`src/rtl/core/adts_pkg.sv`:
```
// shared types, constants and the sample rate table for the adts deframer
`default_nettype none

package adts_pkg;

  localparam int unsigned FIFO_DEPTH = 4;

  localparam logic [7:0] SYNC_HI   = 8'hFF;
  localparam logic [3:0] SYNC_LO   = 4'hF;
  localparam logic [12:0] HDR_LEN  = 13'd7;
  localparam logic [2:0] HDR_LAST  = 3'd6;

  typedef enum logic [1:0] {
    ST_OK       = 2'd0,
    ST_BAD_SYNC = 2'd1,
    ST_SHORT    = 2'd2
  } status_t;

  typedef enum logic [1:0] {
    PH_HEADER = 2'd0,
    PH_SKIP   = 2'd1,
    PH_HALT   = 2'd2
  } phase_t;

  typedef struct packed {
    status_t     status;
    logic [31:0] offset;
    logic [12:0] length;
    logic [3:0]  rate_idx;
    logic [2:0]  chan;
    logic [31:0] number;
  } hdr_entry_t;

  function automatic logic [16:0] rate_of(input logic [3:0] idx);
    logic [16:0] r;
    case (idx)
      4'd0:    r = 17'd96000;
      4'd1:    r = 17'd88200;
      4'd2:    r = 17'd64000;
      4'd3:    r = 17'd48000;
      4'd4:    r = 17'd44100;
      4'd5:    r = 17'd32000;
      4'd6:    r = 17'd24000;
      4'd7:    r = 17'd22050;
      4'd8:    r = 17'd16000;
      4'd9:    r = 17'd12000;
      4'd10:   r = 17'd11025;
      4'd11:   r = 17'd8000;
      4'd12:   r = 17'd7350;
      default: r = 17'd0;
    endcase
    return r;
  endfunction

endpackage

`default_nettype wire

```
`src/rtl/core/adts_frame_deframer.sv`:
```
// top level of the adts frame deframer
//
// usage: raw adts stream bytes enter on the s_ side, one byte per beat.
// for every frame header (seven bytes) one result beat leaves on the m_
// side, carrying status, frame offset, length, sample rate in hz, channel
// configuration, frame number and largest frame length so far.
// payload bytes after a header are counted and dropped.
// throughput: one byte per cycle while the queue is not full; the front end
// decodes on the fly and pushes each header into a four-entry queue.
// a header is written into the queue at the edge that takes the seventh
// header byte, and moves from there into the output register once it is free.
// a bad sync word or a length below seven gives an error beat, after which
// bytes are still taken but ignored until reset.
// receiver stall: results wait in the output register and the queue; once
// the queue is full, s_tready drops until the receiver takes a beat.
// reset (rst, synchronous, active high) clears counters, queue and output.
`default_nettype none

module adts_frame_deframer import adts_pkg::*; #(
  parameter int unsigned DEPTH = FIFO_DEPTH
) (
  input  wire logic         clk,
  input  wire logic         rst,
  input  wire logic         s_tvalid,
  output logic              s_tready,
  input  wire logic [7:0]   s_tdata,   // data_byte
  output logic              m_tvalid,
  input  wire logic         m_tready,
  output logic [111:0]      m_tdata    // status, frame_offset, frame_length,
                                       // sample_rate_hz, channel_config,
                                       // frame_number, max_frame_length
);

  hdr_entry_t wr_entry;
  hdr_entry_t rd_entry;
  logic       push;
  logic       pop;
  logic       full;
  logic       not_empty;

  assign s_tready = !full;

  adts_front u_front (
    .clk       (clk),
    .rst       (rst),
    .take      (s_tvalid && s_tready),
    .data_byte (s_tdata),
    .entry     (wr_entry),
    .push      (push)
  );

  adts_fifo #(
    .DEPTH (DEPTH)
  ) u_fifo (
    .clk       (clk),
    .rst       (rst),
    .push      (push),
    .wr_entry  (wr_entry),
    .pop       (pop),
    .rd_entry  (rd_entry),
    .full      (full),
    .not_empty (not_empty)
  );

  adts_back u_back (
    .clk         (clk),
    .rst         (rst),
    .entry       (rd_entry),
    .entry_valid (not_empty),
    .pop         (pop),
    .m_tvalid    (m_tvalid),
    .m_tready    (m_tready),
    .m_tdata     (m_tdata)
  );

endmodule

`default_nettype wire

```
`src/rtl/core/adts_front.sv`:
```
// byte front end: header collection, sync and length check, frame skipping
`default_nettype none

module adts_front import adts_pkg::*; (
  input  wire logic       clk,
  input  wire logic       rst,
  input  wire logic       take,
  input  wire logic [7:0] data_byte,
  output hdr_entry_t      entry,
  output logic            push
);

  phase_t      phase;
  logic [47:0] header_shift;
  logic [2:0]  header_pos;
  logic [12:0] skip_left;
  logic [31:0] byte_position;
  logic [31:0] frame_start;
  logic [31:0] frame_count;

  logic [7:0]  b0, b1, b2, b3, b4, b5;
  logic [12:0] len;
  logic [12:0] skip_next;
  status_t     status;
  logic        last_hdr;
  logic        active;

  assign b0 = header_shift[47:40];
  assign b1 = header_shift[39:32];
  assign b2 = header_shift[31:24];
  assign b3 = header_shift[23:16];
  assign b4 = header_shift[15:8];
  assign b5 = header_shift[7:0];
  assign len = {b3[1:0], b4, b5[7:5]};

  always_comb begin
    if (b0 != SYNC_HI || b1[7:4] != SYNC_LO) begin
      status = ST_BAD_SYNC;
    end else if (len < HDR_LEN) begin
      status = ST_SHORT;
    end else begin
      status = ST_OK;
    end
  end

  assign active    = take && (phase == PH_HEADER || phase == PH_SKIP);
  assign last_hdr  = active && phase == PH_HEADER && header_pos == HDR_LAST;
  assign skip_next = skip_left - 13'd1;
  assign push      = last_hdr;

  always_comb begin
    entry.status   = status;
    entry.offset   = frame_start;
    entry.length   = len;
    entry.rate_idx = b2[5:2];
    entry.chan     = {b2[0], b3[7:6]};
    entry.number   = frame_count;
  end

  always_ff @(posedge clk) begin
    if (rst) begin
      phase         <= PH_HEADER;
      header_shift  <= '0;
      header_pos    <= '0;
      skip_left     <= '0;
      byte_position <= '0;
      frame_start   <= '0;
      frame_count   <= '0;
    end else if (active) begin
      byte_position <= byte_position + 32'd1;
      if (phase == PH_SKIP) begin
        skip_left <= skip_next;
        if (skip_next == 13'd0) begin
          phase <= PH_HEADER;
        end
      end else if (header_pos != HDR_LAST) begin
        if (header_pos == 3'd0) begin
          frame_start <= byte_position;
        end
        header_shift <= {header_shift[39:0], data_byte};
        header_pos   <= header_pos + 3'd1;
      end else begin
        header_pos   <= '0;
        header_shift <= '0;
        if (status != ST_OK) begin
          phase <= PH_HALT;
        end else begin
          frame_count <= frame_count + 32'd1;
          skip_left   <= len - HDR_LEN;
          phase       <= (len != HDR_LEN) ? PH_SKIP : PH_HEADER;
        end
      end
    end
  end

endmodule

`default_nettype wire

```
`src/rtl/core/adts_fifo.sv`:
```
// short queue of decoded headers between front and back end
`default_nettype none

module adts_fifo import adts_pkg::*; #(
  parameter int unsigned DEPTH = FIFO_DEPTH
) (
  input  wire logic clk,
  input  wire logic rst,
  input  wire logic push,
  input  wire hdr_entry_t wr_entry,
  input  wire logic pop,
  output hdr_entry_t rd_entry,
  output logic      full,
  output logic      not_empty
);

  localparam int unsigned PW = (DEPTH > 1) ? $clog2(DEPTH) : 1;
  localparam int unsigned CW = $clog2(DEPTH + 1);
  localparam logic [PW-1:0] LAST_PTR = PW'(DEPTH - 1);
  localparam logic [CW-1:0] FULL_CNT = CW'(DEPTH);

  hdr_entry_t    mem [DEPTH];
  logic [PW-1:0] wr_ptr;
  logic [PW-1:0] rd_ptr;
  logic [CW-1:0] count;

  assign full      = count == FULL_CNT;
  assign not_empty = count != '0;
  assign rd_entry  = mem[rd_ptr];

  always_ff @(posedge clk) begin
    if (push) begin
      mem[wr_ptr] <= wr_entry;
    end
  end

  always_ff @(posedge clk) begin
    if (rst) begin
      wr_ptr <= '0;
      rd_ptr <= '0;
      count  <= '0;
    end else begin
      if (push) begin
        wr_ptr <= (wr_ptr == LAST_PTR) ? '0 : wr_ptr + PW'(1);
      end
      if (pop) begin
        rd_ptr <= (rd_ptr == LAST_PTR) ? '0 : rd_ptr + PW'(1);
      end
      if (push && !pop) begin
        count <= count + CW'(1);
      end else if (pop && !push) begin
        count <= count - CW'(1);
      end
    end
  end

endmodule

`default_nettype wire

```
`src/rtl/core/adts_back.sv`:
```
// back end: rate lookup, running maximum and registered result beat
`default_nettype none

module adts_back import adts_pkg::*; (
  input  wire logic     clk,
  input  wire logic     rst,
  input  wire hdr_entry_t entry,
  input  wire logic     entry_valid,
  output logic          pop,
  output logic          m_tvalid,
  input  wire logic     m_tready,
  output logic [111:0]  m_tdata
);

  logic [12:0] largest;
  logic [12:0] max_next;
  logic        ok;
  logic [12:0] out_len;
  logic [16:0] out_rate;
  logic [2:0]  out_chan;
  logic [12:0] out_max;

  assign pop      = entry_valid && (!m_tvalid || m_tready);
  assign ok       = entry.status == ST_OK;
  assign max_next = (entry.length > largest) ? entry.length : largest;
  assign out_len  = ok ? entry.length : '0;
  assign out_rate = ok ? rate_of(entry.rate_idx) : '0;
  assign out_chan = ok ? entry.chan : '0;
  assign out_max  = ok ? max_next : largest;

  always_ff @(posedge clk) begin
    if (rst) begin
      m_tvalid <= 1'b0;
      largest  <= '0;
    end else begin
      if (pop) begin
        m_tvalid <= 1'b1;
        if (ok) begin
          largest <= max_next;
        end
      end else if (m_tready) begin
        m_tvalid <= 1'b0;
      end
    end
  end

  always_ff @(posedge clk) begin
    if (pop) begin
      m_tdata <= {out_max, entry.number, out_chan, out_rate, out_len, entry.offset,
                  entry.status};
    end
  end

endmodule

`default_nettype wire

```
`config.mk`:
```
export PLATFORM = sky130hd
export DESIGN_NAME = adts_frame_deframer
export DESIGN_NICKNAME = d
export VERILOG_FILES = /design/src/rtl/core/adts_pkg.sv /design/src/rtl/core/adts_frame_deframer.sv /design/src/rtl/core/adts_front.sv /design/src/rtl/core/adts_fifo.sv /design/src/rtl/core/adts_back.sv
export SDC_FILE = /design/constraint.sdc
export NUM_CORES = 1
export LEC_CHECK = 0
export BUFFER_PORTS_ARGS = -buffer_cell sky130_fd_sc_hd__buf_2
export CAP_MARGIN = 30
export CORE_UTILIZATION = 48
export CTS_CLUSTER_SIZE = 14
export DETAILED_ROUTE_END_ITERATION = 8
export PLACE_DENSITY_LB_ADDON = 0.2
export SYNTH_ARGS = -nofsm -noshare
export SYNTH_HDL_FRONTEND = slang
export SYNTH_SLANG_ARGS = --single-unit
```
`constraint.sdc`:
```
create_clock -name clk -period 4.55 [get_ports clk]
set_clock_uncertainty 0.1 [all_clocks]
set_input_delay 0.2275 -clock clk [delete_from_list [all_inputs] [get_ports clk]]
set_output_delay 0.2275 -clock clk [all_outputs]
set_load 0.01 [all_outputs]
```
==> impl_results.md <==
* Most common cell in the netlist: edfxtp_1
* Post-synth EDFFs at 456
* Antenna-violating nets left at 0
* Setup WS pre-CTS at 0.6859 ns
* Layout cells sized above 1 at 0.1939
* DIE WIDTH at 228.9 µm
* Top cell type's share of synthesized area at 0.5541
* Critical Path RT at 4.78 ns
* Critical Path End Type: flop
* Die Height at 228.9 µm
* Worst Path Max Fanout at 56
* Highest clock rate at 0.2707 GHz
* CP most frequent cell: buf_4
* Clk slew on worst S/H paths at 0.06 ns
* Worst skew pair latency at 0.58 ns
* Hold-fix buffers, CTS at 9
* Final HPWL DP at 29.54 mm
* Register bit total from synthesis at 641
* Max-Cap Viols at 0
* CTS buffer count at 66
* Max_slew headroom at 0.4021
* Pin count of the biggest net entering global routing at 72
* Via count at 13,990
* Avg Cell Area, Syn at 14.54 µm²
* GPL Wtd Cong at 0.8084
* Fin Setup TNS at 0 ns
* Final Hold Vio Count at 0
* Critical path cell sequence: buf_4 > mux4_2 > nor2_1 > buf_4 > o21a_1 > nand2_1 > mux2_2
* DP Area at 26,140 µm²
* Fin nets at 1,894
* Die Area at 52,400 µm²
* Core ar. at 50,480 µm²
* Predominant post-synthesis flop cell: edfxtp_1
* Async SR Flop Fraction at 0
* Syn. warnings at 0
* Status: complete, no violations
* Routed WL at 49.29 mm
* Drt wl/cell at 19.13 µm
* Mapped Area at 24,710 µm²
* Final WS setup at 0.8553 ns
* Total gr overflow at 0
* Worst slew pin tran at 0.8968 ns
* Final worst path period need at 3.695 ns
* Max-slew violation count at 0
* Root buf cell: clkbuf_16
* CTS tree: yes
* Drt initial violations at 1,235
* R2R depth at 7
* Vias/cell at 5.431
* Hold path cells at 5
* RSZ-0062 raised after global routing: no
* Maximum VDD drop at 0.0002479 V
* Post_cts resized at 0
* Area contributors post-synth: edfxtp_1 (55%), dfxtp_1 (15%), mux4_2 (7.7%), nand2_1 (3.5%), a21oi_1 (2.8%)
* Critical path class: flop to flop
* PortBufs at 125
* Arrival @ worst endpoint at 3.92 ns
* Pwr dens at 525.7 nW/µm²
* Met2 usage at 0.3089
* First-pass GRT wire length at 78.01 mm
* Post-route clock period utilization at 0.8120
* Initial Utilization at 0.4896
* CP Launch Type: flop
* Slowest stage delay, CP at 0.79 ns
* Final Setup Violations at 0
* Setup Buffers After CTS at 0
* Fin area at 28,410 µm²
* Library cells used by synthesis at 66
* GRT Total Usage at 0.1909
* Area Growth Syn to Fin at 14.97%
* Post-Syn Nets at 1,743
* DR DRC count at 0
* Lkg Pwr at 9.311 nW
* Met3 usage at 0.02932
* DRT Pass-1 Iters at 6
* FP Rows at 82
* CP max-delay cell: buf_4
* H-tree Lvls at 3
* Initial antenna violation count at 0
* GR peak layer: met2
* Area leader, netlist: edfxtp_1
* Post-synthesis sequential area ratio at 0.7039
* Gate Count Post-Synth at 1,700
* Worst hold path type: input port to flop
* CTS sink count at 641
* Post-layout util at 0.5629
* Clk buf depth at 3
* Pwr Total at 14.94 mW
* M1 GR Usage at 0.2651
* I/O pins at 126
* Vias in the first global route at 14,000
* Commonest cells post-synth: edfxtp_1 (456), nand2_1 (230), dfxtp_1 (185), a21oi_1 (137), nor2_1 (102)
* Worst R2R Setup Slack at 0.86 ns
[final timing paths]
kind	startpoint	end
setup / recovery	flop	u_back.m_tdata[107]$_DFFE_PP_
hold reg to reg	u_front.header_shift[1]$_SDFFE_PP0P_	u_front.header_shift[9]$_SDFFE_PP0P_
setup reg to reg	flop	u_back.m_tdata[107]$_DFFE_PP_
hold / removal	s_tvalid	u_front.byte_position[1]$_SDFFE_PP0N_
[cells by family (layout without fill, tap and decap cells)]
kind of cell             Yosys count  after routing  share of synthesized area
adder cells (fa/ha/maj)           31             31                    0.01600
buffers and inverters            117            320                    0.01883
AND/OR/NAND/NOR                  509            509                    0.09883
XOR/XNOR                          65             65                    0.02304
multiplexers                     104            104                    0.08541
AO/OA/AOI/OAI                    233            233                    0.05397
other                              0              1                          0
flip-flops                       641            641                     0.7039
[stage by stage]
step | cells | hold slack (ns)
CTS | 2574 | 0.04951
finish | 2576 | 0.07388
global route | 2575 | 0.09139
floorplan | 1700 | 0.2635
detailed placement | 2445 | 0.3448
global placement | 2444 | 0.3397
[cells in the final DEF (no fill, tap or decap), types with 5 or more instances in the layout]
cell / n
nand2_1: 230
clkinv_2: 6
dfxtp_1: 183
and2_1: 19
buf_4: 32
clkbuf_1: 23
xnor2_1: 26
and3_1: 10
bufinv_16: 6
nor3_1: 17
nand2b_1: 5
a21oi_1: 137
o211ai_1: 5
mux2_2: 15
and4_1: 10
mux2i_1: 5
nor2b_1: 7
nand3_1: 25
a211oi_1: 10
edfxtp_1: 456
or3_1: 18
nor4_1: 8
dlygate4sd3_1: 9
buf_2: 124
clkinv_1: 9
ha_1: 30
o31ai_1: 12
nor3b_1: 5
xor2_1: 39
clkbuf_16: 70
o21ai_0: 36
inv_1: 32
nor2_1: 101
mux4_2: 84
nand4_1: 29
o22ai_1: 5
[state kept, by name, indices dropped and copies added, names as in the netlist, 13 cells and up, named ones only]
register               flops
u_fifo.mem               344
u_back.m_tdata           112
u_front.header_shift      48
u_front.byte_position     32
u_front.frame_count       32
u_front.frame_start       32
u_back.largest            13
u_front.skip_left         13
[power by group]
group / switching (mW) / leakage (nW) / total [mW] / internal (mW)
Combinational: 1.49 / 2.64 / 2.45 / 0.954
Sequential: 0.265 / 5.62 / 7.13 / 6.87
Clock: 2.13 / 1.05 / 5.36 / 3.23
[layout make-up]
type,instances,area [µm²]
clock inverters,23,261.5
diodes,1,2.502
fillers,4051,22070
multi-input cells,942,6885
flip-flops and latches,641,17400
inverters,33,126.4
well taps,672,840.8
repair buffers,167,998.5
clock buffers,97,1893
[critical path: cells and delay by family, from the launching register on]
family / cells / cell delay, ns
buf+inv: 2 / 1.07
mux: 2 / 0.87
flops: 1 / 0.69
simple gates: 2 / 0.49
compound gates: 1 / 0.19
[routing by layer]
metal | share of wire | vias to the layer above | routed length, µm
met5 | 0 | - | 0
met4 | 0.019 | 0 | 961
met3 | 0.043 | 61 | 2124
met2 | 0.48 | 281 | 23810
met1 | 0.45 | 6992 | 22400
li1 | - | 6657 | -
No activity file was read; power rests on OpenSTA's default activity.
